<file path="src/rtl/upsc_pkg.sv">
// shared types, constants and helpers of the pixel upscaler
`default_nettype none

package upsc_pkg;

   localparam int MAX_WIDTH   = 2048;
   localparam int MAX_SCALE   = 100;
   localparam int PIXEL_W     = 24;
   localparam int SCALE_W     = 7;
   localparam int WIDTH_W     = 12;
   localparam int ADDR_W      = $clog2(MAX_WIDTH);
   localparam int COUNT_W     = $clog2(MAX_WIDTH + 1);
   localparam int CSR_INDEX_W = 1;
   localparam int CSR_DATA_W  = WIDTH_W;
   // power of two, pointers wrap naturally
   localparam int QUEUE_DEPTH = 4;
   localparam int QPTR_W      = $clog2(QUEUE_DEPTH);
   localparam int QCNT_W      = $clog2(QUEUE_DEPTH + 1);

   typedef enum logic [1:0] {
      ST_PIXEL  = 2'd0,
      ST_PAD    = 2'd1,
      ST_LOADED = 2'd2,
      ST_REJECT = 2'd3
   } status_type;

   typedef enum logic {
      OP_LOAD = 1'b0,
      OP_EMIT = 1'b1
   } op_type;

   typedef enum logic [CSR_INDEX_W-1:0] {
      REG_SCALE        = 1'b0,
      REG_SOURCE_WIDTH = 1'b1
   } csr_reg_type;

   // work item handed from the front to the back
   typedef struct packed {
      logic               mem_wr;
      logic [ADDR_W-1:0]  addr;
      logic [PIXEL_W-1:0] pixel;
      status_type         status;
      logic [1:0]         pad;
      logic               row_end;
      logic               group_end;
   } cmd_type;

   // (4 - 3*w*s mod 4) mod 4 reduces to w*s mod 4
   function automatic logic [1:0] pad_count(logic [COUNT_W-1:0] w, logic [SCALE_W-1:0] s);
      logic [3:0] prod;
      prod = {2'b00, w[1:0]} * {2'b00, s[1:0]};
      return prod[1:0];
   endfunction

endpackage

`default_nettype wire

</file>
<file path="src/rtl/upsc_queue.sv">
// small command queue between the front and the back
`default_nettype none

module upsc_queue import upsc_pkg::*; (
   input  logic    clock,
   input  logic    reset,
   input  logic    push,
   input  cmd_type push_cmd,
   output logic    full,
   input  logic    pop,
   output cmd_type head,
   output logic    head_valid
);

   cmd_type           slot_ff [QUEUE_DEPTH];
   logic [QPTR_W-1:0] wr_ptr_ff, wr_ptr_in;
   logic [QPTR_W-1:0] rd_ptr_ff, rd_ptr_in;
   logic [QCNT_W-1:0] count_ff, count_in;

   assign full       = (count_ff == QCNT_W'(QUEUE_DEPTH));
   assign head_valid = (count_ff != '0);
   assign head       = slot_ff[rd_ptr_ff];

   always_comb begin
      wr_ptr_in = push ? wr_ptr_ff + QPTR_W'(1) : wr_ptr_ff;
      rd_ptr_in = pop ? rd_ptr_ff + QPTR_W'(1) : rd_ptr_ff;
      count_in  = count_ff;
      if (push && !pop) begin
         count_in = count_ff + QCNT_W'(1);
      end else if (pop && !push) begin
         count_in = count_ff - QCNT_W'(1);
      end
   end

   always_ff @(posedge clock) begin
      if (reset) begin
         wr_ptr_ff <= '0;
         rd_ptr_ff <= '0;
         count_ff  <= '0;
      end else begin
         wr_ptr_ff <= wr_ptr_in;
         rd_ptr_ff <= rd_ptr_in;
         count_ff  <= count_in;
      end
   end

   always_ff @(posedge clock) begin
      if (push) begin
         slot_ff[wr_ptr_ff] <= push_cmd;
      end
   end

endmodule

`default_nettype wire

</file>
<file path="config.mk">
export PLATFORM = sky130hd
export DESIGN_NAME = upsc_queue
export DESIGN_NICKNAME = d
export VERILOG_FILES = /design/src/rtl/upsc_pkg.sv /design/src/rtl/upsc_queue.sv
export SDC_FILE = /design/constraint.sdc
export NUM_CORES = 1
export LEC_CHECK = 0
export BUFFER_PORTS_ARGS = -buffer_cell sky130_fd_sc_hd__buf_4
export CAP_MARGIN = 10
export CORE_MARGIN = 2
export CORE_UTILIZATION = 55
export DETAILED_ROUTE_END_ITERATION = 7
export GPL_TIMING_DRIVEN = 0
export HOLD_SLACK_MARGIN = 0.1
export PLACE_DENSITY_LB_ADDON = 0.12
export SETUP_SLACK_MARGIN = 0.02
export SLEW_MARGIN = 20
export SYNTH_ARGS = -nofsm -noshare
export SYNTH_HDL_FRONTEND = slang
export SYNTH_SLANG_ARGS = --single-unit
export TNS_END_PERCENT = 30
</file>
<file path="constraint.sdc">
create_clock -name clock -period 4.96 [get_ports clock]
set_input_delay 0.992 -clock clock [delete_from_list [all_inputs] [get_ports clock]]
set_output_delay 0.992 -clock clock [all_outputs]
set_load 0.05 [all_outputs]
</file>
After elaboration in Yosys (flattened, before gate mapping)
Memories as Yosys holds them, arrays and structs flattened. A register that Yosys moved wholly into a read port is not among the register bits.
Cells that the tools add are included.
{"block": "word_totals", "elab_cells": 21, "output_inout_bits": 44, "ram_bits": 168, "memories": 1, "regBits": 7, "in_bits": 46}
{"block": "op_classes", "n_eq_ne": 1, "reduce_logical": 6, "n_addsub": 4, "n_mux": 6}
{"name": "slot_ff", "depth": 4, "word_bits": 42, "read_ports": 1, "rd_clocked_by_memory_dff": 1, "write_ports": 1, "line": "upsc_queue.sv:15", "source": "cmd_type slot_ff [QUEUE_DEPTH];"}
{"operator": "$mux W3", "count": 2}
{"operator": "$add A2 B1 Y2 const B", "count": 2}
{"operator": "$mux W2", "count": 2}
{"operator": "$add A3 B1 Y3 const B", "count": 1}
{"operator": "$eq A3 B3 Y1 const B", "count": 1}
{"operator": "$reduce_bool A3 Y1", "count": 1}
{"operator": "$sub A3 B1 Y3 const B", "count": 1}
{"operator": "$logic_and A1 B1 Y1", "count": 2}
{"operator": "$logic_not A1 Y1", "count": 2}
{"operator": "$mux W1", "count": 2}
{"operator": "$reduce_bool A2 Y1", "count": 1}

Logic depth before layout (Yosys ltp)
{"block": "logic_depth", "ltp_word": 4, "ltp_mapped": 7, "ltp_nobuf": 7}

Worst setup path before layout
Ideal clock, no wire load.
{"block": "synth_path", "path_kind": "flip-flop to output port", "start": "reg count_ff[1]", "end": "out full", "n_path_buf": 0, "path_slack_ns": 2.471, "t_arrival_ns": 1.497, "required_time_ns": 3.968, "path_stages_with_launch": 2, "path_cell_list": "dfxtp_1 -> nor3b_1"}
{"block": "synth_via", "elab_chain_cells": 1}
{"element": "start, declared", "line": "upsc_queue.sv:18", "source": "logic [QCNT_W-1:0] count_ff, count_in;"}
{"element": "start signal, assigned", "line": "upsc_queue.sv:43", "source": "count_ff <= count_in;"}
{"element": "$eq A3 B3 Y1", "line": "upsc_queue.sv:20", "source": "assign full = (count_ff == QCNT_W'(QUEUE_DEPTH));"}
{"element": "end, declared", "line": "upsc_queue.sv:9", "source": "output logic full,"}
No other way between the ends.

==> run_summary.xml <==
<?xml version="1.0" encoding="UTF-8"?>
<metrics>
  <group name="outcome">
    <metric name="run_status" unit="">complete, but fails checks</metric>
    <metric name="violations" unit="">DRC</metric>
  </group>
  <group name="logic_synthesis">
    <metric name="proportion_of_register_bits_with_asynchronous_set_or_reset_after_synthesis" unit="">0</metric>
    <metric name="postSynthAreaPerCell" unit="um^2">24.79</metric>
    <metric name="synth.cell_area" unit="um^2">6544</metric>
    <metric name="synth_ff_type" unit="">sky130_fd_sc_hd__edfxtp_1</metric>
    <metric name="synth_top_area_share" unit="">0.7709</metric>
    <metric name="synthesis.nets" unit="">316</metric>
    <metric name="synthesized_flop_and_latch_total" unit="">177</metric>
    <metric name="synth.distinct_cells" unit="">21</metric>
    <metric name="most_instantiated_library_cell_after_synthesis" unit="">sky130_fd_sc_hd__edfxtp_1</metric>
    <metric name="netlist_instances" unit="">264</metric>
    <metric name="synth_edf_count" unit="">168</metric>
    <metric name="yosysSeqAreaShare" unit="">0.7985</metric>
    <metric name="synthesis.yosys.warnings" unit="">0</metric>
    <metric name="synth.cells.most_frequent" unit="">sky130_fd_sc_hd__edfxtp_1 (168), sky130_fd_sc_hd__mux4_2 (40), sky130_fd_sc_hd__dfxtp_1 (9)</metric>
    <metric name="synth_area_leader_cell" unit="">sky130_fd_sc_hd__edfxtp_1</metric>
    <metric name="synthTopCellsByArea" unit="">sky130_fd_sc_hd__edfxtp_1 (77%), sky130_fd_sc_hd__mux4_2 (14%), sky130_fd_sc_hd__dfxtp_1 (2.8%)</metric>
  </group>
  <group name="sta">
    <metric name="report.final.slew_viol_count" unit="">0</metric>
    <metric name="period_needed" unit="ns">2.867</metric>
    <metric name="timing.final.setup_violations" unit="">0</metric>
    <metric name="timing.clock.skew" unit="ns">0.002488</metric>
    <metric name="maxSlewHeadroom" unit="">0.5532</metric>
    <metric name="finalHoldWorstSlack" unit="ns">0.5140</metric>
    <metric name="grt_setup_unrepaired" unit="">false</metric>
    <metric name="max_freq" unit="MHz">348.8</metric>
    <metric name="setup_ws" unit="ns">2.093</metric>
    <metric name="finalHoldViolCount" unit="">0</metric>
    <metric name="period_share" unit="">0.5780</metric>
    <metric name="timing.setup.tns" unit="ns">0</metric>
    <metric name="worst_pin_slew" unit="ns">0.6702</metric>
  </group>
  <group name="global_routing">
    <metric name="grt_first_pass_wirelength" unit="um">16330</metric>
    <metric name="antenna_found_initial" unit="">0</metric>
    <metric name="via_count_of_the_first_global_routing_pass" unit="">3134</metric>
    <metric name="grt_start_max_net_pins" unit="">43</metric>
    <metric name="groute.usage.overall" unit="">0.1764</metric>
    <metric name="grt_overflow_total" unit="">0</metric>
  </group>
  <group name="floorplanning">
    <metric name="chipHeight" unit="um">113.1</metric>
    <metric name="start_util" unit="">0.5682</metric>
    <metric name="floorplan.io_pins" unit="">90</metric>
    <metric name="die_area" unit="um^2">12790</metric>
    <metric name="std_cell_rows" unit="">39</metric>
    <metric name="die-width" unit="um">113.1</metric>
    <metric name="core_region_area" unit="um^2">11520</metric>
  </group>
  <group name="power_and_ir_drop">
    <metric name="combPwrFrac" unit="">0.148</metric>
    <metric name="peakVddDrop" unit="uV">285.8</metric>
    <metric name="switching_power" unit="uW">879.6</metric>
    <metric name="internal-power" unit="mW">2.800</metric>
    <metric name="p_sw_frac" unit="">0.2390</metric>
    <metric name="powerDensity" unit="nW/um^2">459.0</metric>
    <metric name="p_seq_frac" unit="">0.472</metric>
    <metric name="total_leakage_power" unit="nW">2.779</metric>
    <metric name="clkPwrFrac" unit="">0.380</metric>
    <metric name="power" unit="mW">3.680</metric>
  </group>
  <group name="cts">
    <metric name="cts_tree" unit="">done</metric>
    <metric name="clk-insertion-delay-late" unit="ns">0.42</metric>
    <metric name="cts_sinks" unit="">177</metric>
    <metric name="clk_transition_reported_paths" unit="ns">0.06</metric>
    <metric name="cts_resized" unit="">0</metric>
    <metric name="cts.path.max_buffers" unit="">2</metric>
    <metric name="cts.htree.levels" unit="">4</metric>
    <metric name="post-cts-setup-buffers" unit="">0</metric>
    <metric name="post_cts_hold_buffer_count" unit="">0</metric>
    <metric name="cts_made_buffers" unit="">17</metric>
    <metric name="clk_tree_root_cell" unit="">sky130_fd_sc_hd__clkbuf_16</metric>
  </group>
  <group name="setup_path">
    <metric name="path_class" unit="">flip-flop to primary output</metric>
    <metric name="crit_path_end_kind" unit="">primary output</metric>
    <metric name="worst_ep_arrival_time" unit="ns">1.87</metric>
    <metric name="worst_setup_path_start_kind" unit="">flip-flop</metric>
    <metric name="critical_path_peak_fanout" unit="">10</metric>
    <metric name="crit_required" unit="ns">3.97</metric>
  </group>
  <group name="placed_design">
    <metric name="placed_cell_area" unit="um^2">7393</metric>
    <metric name="io_buffer_count" unit="">88</metric>
    <metric name="place_worst_setup_slack" unit="ns">2.491</metric>
    <metric name="hpwlAfterDp" unit="um">5963</metric>
    <metric name="numPlacedInstances" unit="">495</metric>
    <metric name="gp_congestion" unit="">0.6551</metric>
  </group>
  <group name="finish">
    <metric name="final_util" unit="">0.6961</metric>
    <metric name="stdcell_area" unit="um^2">8016</metric>
    <metric name="drive_gt1_frac" unit="">0.4401</metric>
    <metric name="syn_to_final_growth" unit="%">22.50</metric>
    <metric name="antenna_cells" unit="">0</metric>
    <metric name="final_cell_count_no_fill" unit="">527</metric>
    <metric name="num-nets-final" unit="">423</metric>
  </group>
  <group name="run">
    <metric name="max_cap_violations" unit="">0</metric>
  </group>
  <group name="drt">
    <metric name="routed-via-count" unit="">2897</metric>
    <metric name="drt-pass1-iter-count" unit="">6</metric>
    <metric name="remaining_number_of_nets_flagged_by_the_antenna_check_after_routing" unit="">0</metric>
    <metric name="via_per_inst" unit="">5.497</metric>
    <metric name="route.detailed.drc" unit="">6</metric>
    <metric name="wl" unit="um">10500</metric>
    <metric name="detailedRoute.firstIterationViolations" unit="">227</metric>
    <metric name="wl_per_cell" unit="um">19.92</metric>
  </group>
  <group name="worst_hold_path">
    <metric name="holdCritPathClass" unit="">flip-flop to flip-flop</metric>
  </group>
</metrics>
==> state kept, by name, indices dropped and copies added (netlist names), named ones only <==
signal	count
slot_ff	168
count_ff	3
wr_ptr_ff	2
rd_ptr_ff	2
==> worst max-delay path, stage by stage, from the launching register on <==
cell and delay [ns]:
sky130_fd_sc_hd__dfxtp_1 0.30, sky130_fd_sc_hd__clkbuf_1 0.23, sky130_fd_sc_hd__buf_2 0.33, sky130_fd_sc_hd__mux4_2 0.38
sky130_fd_sc_hd__buf_4 0.21
==> layout by cell type, fill, tap and decap left out <==
cell	instances
sky130_fd_sc_hd__edfxtp_1	168
sky130_fd_sc_hd__buf_4	88
sky130_fd_sc_hd__mux4_2	40
sky130_fd_sc_hd__clkbuf_16	17
sky130_fd_sc_hd__dfxtp_1	9
sky130_fd_sc_hd__nor2_1	7
sky130_fd_sc_hd__ha_1	5
sky130_fd_sc_hd__clkinv_2	5
sky130_fd_sc_hd__bufinv_16	5
sky130_fd_sc_hd__inv_1	4
sky130_fd_sc_hd__buf_12	4
sky130_fd_sc_hd__buf_2	4
sky130_fd_sc_hd__and2_4	4
sky130_fd_sc_hd__clkbuf_1	3
sky130_fd_sc_hd__xor2_1	3
sky130_fd_sc_hd__clkinv_1	3
sky130_fd_sc_hd__or3_1	2
sky130_fd_sc_hd__mux4_1	2
sky130_fd_sc_hd__xnor2_1	2
sky130_fd_sc_hd__mux2i_1	2
sky130_fd_sc_hd__buf_6	1
sky130_fd_sc_hd__nor3b_1	1
sky130_fd_sc_hd__nand2_1	1
sky130_fd_sc_hd__o21ai_0	1
sky130_fd_sc_hd__a21oi_1	1
sky130_fd_sc_hd__fa_1	1
sky130_fd_sc_hd__clkinvlp_4	1
==> worst paths after layout <==
| path | cells after the start | to | slack, ns | from |
|---|---|---|---|---|
| max | 4 | head[11] | 2.09 | flip-flop |
| min | 2 | count_ff[2] | 0.51 | count_ff[2] |
| min reg2reg | 2 | count_ff[2] | 0.51 | count_ff[2] |
| max reg2reg | 3 | slot_ff[0][17] | 3.42 | wr_ptr_ff[0] |
==> kinds of logic (layout without fill, tap and decap cells) <==
logic type	after synthesis	count (layout)	share of synthesized area
compound gates	2	2	0.001528
xor+xnor	5	5	0.006693
fa+ha+maj	6	6	0.01262
buf+inv	15	135	0.02046
flops	177	177	0.7985
mux	44	44	0.1488
simple gates	15	15	0.01147
==> area by class of cell <==
cell class	count	area [um^2]
Multi-Input combinational cell	72	1195
Sequential cell	177	5225
Clock buffer	18	429.2
Buffer	11	118.9
Inverter	4	15.01
Timing Repair Buffer	88	660.6
Clock inverter	14	193.9
Fill cell	710	3500
Tap cell	143	178.9
==> layer usage <==
layer / vias to the layer above / part of all wire / track usage
met5: - / 0 / 0
met4: 0 / 0.018 / 0.07805
met3: 19 / 0.046 / 0.04981
met2: 74 / 0.52 / 0.2930
met1: 1490 / 0.41 / 0.2196
li1: 1314 / - / -
==> power by group through the flow <==
stage	Sequential (mW)	Clock [mW]	Combinational (mW)
after floorplan	1.76	0	0.387
after CTS	1.74	1.42	0.555
after global placement	1.77	0	0.546
after global routing	1.74	1.48	0.576
final	1.74	1.40	0.546
after detailed placement	1.77	0	0.553
No activity file was read; power rests on OpenSTA's default activity.
