[src/rtl/upsc_pkg.sv]
// shared types, constants and helpers of the pixel upscaler
`default_nettype none

package upsc_pkg;

   localparam int MAX_WIDTH   = 2048;
   localparam int MAX_SCALE   = 100;
   localparam int PIXEL_W     = 24;
   localparam int SCALE_W     = 7;
   localparam int WIDTH_W     = 12;
   localparam int ADDR_W      = $clog2(MAX_WIDTH);
   localparam int COUNT_W     = $clog2(MAX_WIDTH + 1);
   localparam int CSR_INDEX_W = 1;
   localparam int CSR_DATA_W  = WIDTH_W;
   // power of two, pointers wrap naturally
   localparam int QUEUE_DEPTH = 4;
   localparam int QPTR_W      = $clog2(QUEUE_DEPTH);
   localparam int QCNT_W      = $clog2(QUEUE_DEPTH + 1);

   typedef enum logic [1:0] {
      ST_PIXEL  = 2'd0,
      ST_PAD    = 2'd1,
      ST_LOADED = 2'd2,
      ST_REJECT = 2'd3
   } status_type;

   typedef enum logic {
      OP_LOAD = 1'b0,
      OP_EMIT = 1'b1
   } op_type;

   typedef enum logic [CSR_INDEX_W-1:0] {
      REG_SCALE        = 1'b0,
      REG_SOURCE_WIDTH = 1'b1
   } csr_reg_type;

   // work item handed from the front to the back
   typedef struct packed {
      logic               mem_wr;
      logic [ADDR_W-1:0]  addr;
      logic [PIXEL_W-1:0] pixel;
      status_type         status;
      logic [1:0]         pad;
      logic               row_end;
      logic               group_end;
   } cmd_type;

   // (4 - 3*w*s mod 4) mod 4 reduces to w*s mod 4
   function automatic logic [1:0] pad_count(logic [COUNT_W-1:0] w, logic [SCALE_W-1:0] s);
      logic [3:0] prod;
      prod = {2'b00, w[1:0]} * {2'b00, s[1:0]};
      return prod[1:0];
   endfunction

endpackage

`default_nettype wire

[src/rtl/upsc_req_if.sv]
// request channel of the pixel upscaler
`default_nettype none

interface upsc_req_if;
   logic        valid;
   logic        ready;
   logic        operation;
   logic [23:0] pixel_in;

   modport source (output valid, output operation, output pixel_in, input ready);
   modport sink (input valid, input operation, input pixel_in, output ready);
endinterface

`default_nettype wire

[src/rtl/upsc_front.sv]
// front end: config registers, row counters and classification of each request
`default_nettype none

module upsc_front import upsc_pkg::*; (
   input  logic                   clock,
   input  logic                   reset,
   input  logic                   csr_we,
   input  logic [CSR_INDEX_W-1:0] csr_index,
   input  logic [CSR_DATA_W-1:0]  csr_wdata,
   upsc_req_if.sink               req,
   output cmd_type                cmd,
   output logic                   cmd_push,
   input  logic                   queue_full
);

   logic [SCALE_W-1:0] scale_ff, scale_in;
   logic [WIDTH_W-1:0] width_ff, width_in;
   logic [COUNT_W-1:0] loaded_count_ff, loaded_count_in;
   logic [COUNT_W-1:0] out_column_ff, out_column_in;
   logic [SCALE_W-1:0] pixel_repeat_ff, pixel_repeat_in;
   logic [SCALE_W-1:0] row_repeat_ff, row_repeat_in;
   logic               padding_due_ff, padding_due_in;

   logic               accept;
   logic [SCALE_W-1:0] eff_scale;
   logic [COUNT_W-1:0] eff_width;
   logic [SCALE_W:0]   scale_wide;
   logic [SCALE_W:0]   pixel_repeat_next;
   logic [SCALE_W:0]   row_repeat_next;
   logic [COUNT_W-1:0] out_column_next;
   logic               row_full;
   logic [1:0]         pad;
   logic               finish;

   assign req.ready = !queue_full;
   assign accept    = req.valid && req.ready;
   assign cmd_push  = accept;

   always_comb begin
      if (scale_ff == '0) begin
         eff_scale = SCALE_W'(1);
      end else if (scale_ff > SCALE_W'(MAX_SCALE)) begin
         eff_scale = SCALE_W'(MAX_SCALE);
      end else begin
         eff_scale = scale_ff;
      end
      if (width_ff == '0) begin
         eff_width = COUNT_W'(1);
      end else if (COUNT_W'(width_ff) > COUNT_W'(MAX_WIDTH)) begin
         eff_width = COUNT_W'(MAX_WIDTH);
      end else begin
         eff_width = COUNT_W'(width_ff);
      end
   end

   assign scale_wide        = {1'b0, eff_scale};
   assign pixel_repeat_next = {1'b0, pixel_repeat_ff} + (SCALE_W+1)'(1);
   assign row_repeat_next   = {1'b0, row_repeat_ff} + (SCALE_W+1)'(1);
   assign out_column_next   = out_column_ff + COUNT_W'(1);
   assign row_full          = (loaded_count_ff >= eff_width);
   assign pad               = pad_count(eff_width, eff_scale);

   always_comb begin
      scale_in        = scale_ff;
      width_in        = width_ff;
      loaded_count_in = loaded_count_ff;
      out_column_in   = out_column_ff;
      pixel_repeat_in = pixel_repeat_ff;
      row_repeat_in   = row_repeat_ff;
      padding_due_in  = padding_due_ff;
      finish          = 1'b0;
      cmd             = '0;
      cmd.status      = ST_REJECT;

      if (csr_we) begin
         case (csr_reg_type'(csr_index))
            REG_SCALE:        scale_in = csr_wdata[SCALE_W-1:0];
            REG_SOURCE_WIDTH: width_in = csr_wdata[WIDTH_W-1:0];
            default:          ;
         endcase
      end

      if (accept) begin
         if (op_type'(req.operation) == OP_LOAD) begin
            if (!row_full) begin
               cmd.mem_wr      = 1'b1;
               cmd.addr        = loaded_count_ff[ADDR_W-1:0];
               cmd.pixel       = req.pixel_in;
               cmd.status      = ST_LOADED;
               loaded_count_in = loaded_count_ff + COUNT_W'(1);
            end
         end else if (row_full) begin
            if (padding_due_ff) begin
               cmd.status  = ST_PAD;
               cmd.pad     = pad;
               cmd.row_end = 1'b1;
               finish      = 1'b1;
            end else begin
               cmd.status = ST_PIXEL;
               cmd.addr   = out_column_ff[ADDR_W-1:0];
               if (pixel_repeat_next >= scale_wide) begin
                  pixel_repeat_in = '0;
                  out_column_in   = out_column_next;
                  if (out_column_next >= eff_width) begin
                     // without padding the last pixel closes the row itself
                     if (pad == 2'd0) begin
                        cmd.row_end = 1'b1;
                        finish      = 1'b1;
                     end else begin
                        padding_due_in = 1'b1;
                     end
                  end
               end else begin
                  pixel_repeat_in = pixel_repeat_next[SCALE_W-1:0];
               end
            end
         end

         if (finish) begin
            out_column_in   = '0;
            pixel_repeat_in = '0;
            padding_due_in  = 1'b0;
            if (row_repeat_next >= scale_wide) begin
               // last replica frees the line store
               row_repeat_in   = '0;
               loaded_count_in = '0;
               cmd.group_end   = 1'b1;
            end else begin
               row_repeat_in = row_repeat_next[SCALE_W-1:0];
            end
         end
      end
   end

   always_ff @(posedge clock) begin
      if (reset) begin
         scale_ff        <= SCALE_W'(1);
         width_ff        <= WIDTH_W'(1);
         loaded_count_ff <= '0;
         out_column_ff   <= '0;
         pixel_repeat_ff <= '0;
         row_repeat_ff   <= '0;
         padding_due_ff  <= 1'b0;
      end else begin
         scale_ff        <= scale_in;
         width_ff        <= width_in;
         loaded_count_ff <= loaded_count_in;
         out_column_ff   <= out_column_in;
         pixel_repeat_ff <= pixel_repeat_in;
         row_repeat_ff   <= row_repeat_in;
         padding_due_ff  <= padding_due_in;
      end
   end

endmodule

`default_nettype wire

[src/flat_wrapper.sv]
// flat-port wrapper written by rule: the top's interface ports become plain ports
module upsc_front_flat import upsc_pkg::*;
  (clock, reset, csr_we, csr_index, csr_wdata, cmd, cmd_push, queue_full, req_valid, req_operation, req_pixel_in, req_ready);
  upsc_req_if req_i ();
  input  logic clock;
  input  logic reset;
  input  logic csr_we;
  input  logic [CSR_INDEX_W-1:0] csr_index;
  input  logic [CSR_DATA_W-1:0] csr_wdata;
  output cmd_type cmd;
  output logic cmd_push;
  input  logic queue_full;
  input wire logic [$bits(req_i.valid)-1:0] req_valid;
  input wire logic [$bits(req_i.operation)-1:0] req_operation;
  input wire logic [$bits(req_i.pixel_in)-1:0] req_pixel_in;
  output wire logic [$bits(req_i.ready)-1:0] req_ready;
  assign req_i.valid = req_valid;
  assign req_i.operation = req_operation;
  assign req_i.pixel_in = req_pixel_in;
  assign req_ready = req_i.ready;
  upsc_front u_core (.clock(clock), .reset(reset), .csr_we(csr_we), .csr_index(csr_index), .csr_wdata(csr_wdata), .req(req_i), .cmd(cmd), .cmd_push(cmd_push), .queue_full(queue_full));
endmodule
[config.mk]
export PLATFORM = sky130hd
export DESIGN_NAME = upsc_front_flat
export DESIGN_NICKNAME = d
export VERILOG_FILES = /design/src/rtl/upsc_pkg.sv /design/src/rtl/upsc_req_if.sv /design/src/rtl/upsc_front.sv /design/src/flat_wrapper.sv
export SDC_FILE = /design/constraint.sdc
export NUM_CORES = 1
export LEC_CHECK = 0
export BUFFER_PORTS_ARGS = -buffer_cell sky130_fd_sc_hd__buf_2
export CAP_MARGIN = 40
export CORE_ASPECT_RATIO = 1.2
export CORE_MARGIN = 2
export CORE_UTILIZATION = 55
export CTS_CLUSTER_DIAMETER = 80
export DETAILED_ROUTE_END_ITERATION = 12
export PLACE_DENSITY = 0.86
export SLEW_MARGIN = 20
export SYNTH_ARGS = -nofsm -noshare
export SYNTH_HDL_FRONTEND = slang
export SYNTH_SLANG_ARGS = --single-unit
[constraint.sdc]
create_clock -name clock -period 8.59 [get_ports clock]
set_input_delay 0.859 -clock clock [delete_from_list [all_inputs] [get_ports clock]]
set_output_delay 0.859 -clock clock [all_outputs]
set_load 0.01 [all_outputs]
* After elaboration in Yosys (flattened, before gate mapping)
Cells that the tools add are included.
Storage, ports and cells: input bits 43, register bits after elaboration 58, word-level logic and storage cells 81, output and inout bits 44
Operators by class: multiplexer cells 47, magnitude comparators 6, eq/ne operators 1, add/sub/neg operators 4, reductions and logical operators 14, multiply operators 1, bitwise operators 1
Operator list (number):
- $mux 12 | 11
- $mux 7 | 8
- $mux 42 | 1
- $mux 38 | 1
- $mux 11 | 3
- $add 12x1->12 const B | 2
- $ge 12x12->1 | 2
- $mux 24 | 1
- $mux 1 | 18
- $add 7x1->8 const B | 2
- $ge 8x7->1 | 2
- $gt 12x12->1 const B | 1
- $logic_not 12->1 | 1
- $gt 7x7->1 const B | 1
- $logic_not 7->1 | 1
- $reduce_and 2->1 | 3
- $reduce_bool 2->1 | 3
- $mux 5 | 1
- $reduce_and 5->1 | 1
- $mux 2 | 2
- $reduce_and 4->1 | 1
- $mux 3 | 1
- $reduce_and 3->1 | 1
- $logic_not 2->1 | 1
- 5 further kinds | 5

* Logic depth before layout (Yosys ltp)
depth in word-level cells 14, depth in mapped cells 16, depth with buffers taken out 15

* Least setup slack after synthesis
OpenSTA, ideal clock, no wires.
path kind register to output, start point register u_core.out_column_ff[0], end point output port cmd[0] (netlist bit), data arrival time 3118 ps, path buffers 1, slack 4613 ps, required time 7731 ps, stages on the path, launching flop included 14, cell sequence dfxtp_1 -> and3_1 -> nand3_1 -> or3_1 -> nor2_1 -> xnor2_1 -> ha_1 -> nand4_1 -> nor3_1 -> a221oi_1 -> a221oi_4 -> o211ai_4 -> buf_8 -> nor2_1
RTL lines:
- from (decl) | RTL line upsc_front.sv:19 | logic [COUNT_W-1:0] out_column_ff, out_column_in;
- from (signal assigned) | RTL line upsc_front.sv:148 | out_column_ff <= out_column_in;
- to (decl) | RTL line flat_wrapper.sv:10 | output cmd_type cmd;

==> run metrics <==
r2r worst-path depth=13; drt drc=0; Fin. Hold Viols=0; min Tclk post-route=5.01 ns; Worst EP arrival=4.15 ns; CTS Buf Count=9; PortBufs=86; core area=0.00762 mm²; # diodes=0; Clock Latency Late Sink=0.36 ns; crit path capture type=primary output; overall global routing resource usage=0.261; number of fill cells=634; post-CTS resize count=0; Primary FF master, synth=dfxtp_1; First DRT Iteration DRCs=275; # IOs=87; PD cells=137 mW/mm²; Unique masters post-synth=68; CTS tree=yes; CTS clock-pin slew for the worst setup and hold paths=0.08 ns; Vert. Die Dim=101 µm; worst hold margin=0.475 ns; total number of vias=4,133; fmax=0.200 GHz; initial antenna violation count=0; hold path depth=2; postcts setup bufs=0; total gr overflow=0; post-DP HPWL=8.28 mm; final setup margin=3.58 ns; Syn Area/Cell=8.25 µm²; setup violators final=0; status=completed; Longest Clk Path Bufs=2; Slew Viols, Final=0; largest net degree at the start of global routing=46; remaining antenna violation count after routing=0; post-route clock period utilization=0.583; htree depth=3; Req. time, crit path=7.73 ns; crit-path max FO=12; static leakage=2.25 nW; worst rel slew slack=0.454; Die Wd=84.5 µm; Critical Path Most Common Cell=nor2_1; RSZ-0062 raised after global routing=no; GPL Wtd Cong=0.906; worst vdd ir=0.135 mV; Final TNS setup=0 ns; Initial DRT Pass Iterations=5; Mapped Cells=519; area of the mapped netlist=0.00428 mm²; DP Worst Slack=4.00 ns; Num Clock Sinks=58; asr flop ratio synth=0; CP Launch Type=flip-flop; post-route core utilization=0.649; Seq cells post-synth=58; routed length per instance=15.9 µm; top-area cell type share of the netlist area=0.271; Seq/Total Area, Yosys=0.271; largest cells by area after synthesis=dfxtp_1 27%, ha_1 13%, nand2_1 7.5%, and2_1 4.2%, a21oi_1 4.0%; initial core utilization=0.562; EDFF count, synth=0; row cnt=35; Total Routed Length=11.0 mm; Post-layout nets=679; WS Path Type=reg -> out; Cell Chain, Critical Path=nor4_1, a31oi_1, nor2_1, ha_1, nand2b_1, a2111oi_2, nor4b_4, o211a_1, inv_2, nor2_1, a22o_1, buf_2; synth warn=0; Slew @ Worst Pin=0.816 ns; slowest cell delay on critical path=0.66 ns; first-pass GRT wire length=17.9 mm; Area growth syn-to-layout=15.5%; vias in the first global route=3,921; # hold bufs at CTS=0; area leader, netlist=dfxtp_1; syn_nets=605; Hold Path Class=reg -> reg; layout cells sized above 1=0.222; die footprint=0.00851 mm²; Max-cap violations=0; Clock Tree Root=clkbuf_8; clk_skew=0.0133 ns; Via density=5.99; Worst path slowest cell=nor2_1
## metrics by stage
| step | total power, mW | instance area (µm²) | instances |
|---|---|---|---|
| floorplan | 0.355 | 4280 | 519 |
| detailed placement | 0.384 | 4720 | 674 |
| global placement | 0.380 | 4720 | 674 |
| CTS | 0.675 | 4940 | 690 |
| global route | 0.698 | 4940 | 690 |
| finish | 0.676 | 4940 | 690 |
## critical path: cells and delay by family, from the launching register on
kind	cells	cell delay, ns
AO/OA/AOI/OAI	4	1.03
adder cells (fa/ha/maj)	1	0.19
buffers and inverters	2	0.33
flip-flops	1	0.33
AND/OR/NAND/NOR	5	1.91
## layout make-up
class	instances	area, µm²	share of cell area
repair buffers	87	438	0.0886
well taps	92	115	0.0233
clock buffers	9	124	0.0251
multi-input cells	425	2960	0.598
flip-flops and latches	58	1160	0.235
clock inverters	7	103	0.0208
inverters	12	45.0	0.00911
## flip-flops by register name, indices dropped and copies added, names as in the netlist
| register | count |
|---|---|
| u_core.scale_ff | 7 |
| u_core.loaded_count_ff | 12 |
| u_core.out_column_ff | 12 |
| u_core.pixel_repeat_ff | 7 |
| u_core.padding_due_ff | 1 |
| u_core.width_ff | 12 |
| u_core.row_repeat_ff | 7 |
## synth_stat cells, types with 2 or more instances
| cell type | instances |
|---|---|
| nand2_1 | 85 |
| dfxtp_1 | 58 |
| ha_1 | 43 |
| nor2_1 | 37 |
| a21oi_1 | 34 |
| and2_1 | 29 |
| xor2_1 | 19 |
| clkbuf_1 | 16 |
| xnor2_1 | 16 |
| nand3_1 | 13 |
| o21ai_0 | 13 |
| a22o_1 | 11 |
| inv_1 | 11 |
| nand4_1 | 11 |
| nor2_4 | 10 |
| nor2b_1 | 9 |
| and3_1 | 7 |
| nor3_1 | 7 |
| a41o_1 | 6 |
| nand2b_1 | 5 |
| nand3b_1 | 5 |
| o21ai_1 | 5 |
| a32o_1 | 4 |
| or3_1 | 4 |
| buf_1 | 3 |
| nor4_1 | 3 |
| o21a_1 | 3 |
| a21o_1 | 2 |
| a21oi_2 | 2 |
| a221oi_1 | 2 |
| and4_1 | 2 |
| buf_2 | 2 |
| nand4bb_1 | 2 |
| o211a_1 | 2 |
| o21ai_2 | 2 |
| o31ai_1 | 2 |
| or2_2 | 2 |
| or4b_1 | 2 |
## layout by cell type, fill, tap and decap left out, drive strengths merged, types with 13 or more instances in the layout
cell type	n
xor2	19
xnor2	16
ha	43
nand2	85
nor2	47
a21oi	36
and2	30
dfxtp	58
nand3	13
buf	87
inv	13
o21ai	20
## worst paths after layout
| kind | from | endpoint | slack, ns |
|---|---|---|---|
| min | u_core.width_ff[9] | u_core.width_ff[9] | 0.48 |
| min reg2reg | u_core.width_ff[9] | u_core.width_ff[9] | 0.48 |
| max | u_core.width_ff[7] | cmd[30] | 3.58 |
| max reg2reg | u_core.out_column_ff[2] | u_core.loaded_count_ff[11] | 4.41 |
## where the power goes
part / leakage (nW) / internal [mW] / switching (mW)
sequential: 0.470 / 0.274 / 0.00552
combinational: 1.67 / 0.0406 / 0.0592
clock: 0.110 / 0.166 / 0.131
total: 2.25 / 0.480 / 0.196
## per-layer routing
metal,global-route usage,vias to the layer above,share of wire
met5,0,-,0
met1,0.287,1914,0.40
met2,0.482,199,0.49
li1,-,1985,-
met3,0.0524,35,0.080
met4,0.116,0,0.037
## cell families (layout without fill, tap and decap cells)
logic type      count (synthesis)  after routing  share of synthesized area
compound gates                103            103                      0.181
xor+xnor                       35             35                     0.0716
fa+ha+maj                      43             43                      0.126
buf+inv                        36            115                     0.0395
flops                          58             58                      0.271
mux                             1              1                    0.00234
simple gates                  243            243                      0.309
Note: power is estimated with default switching activity, not from simulation.
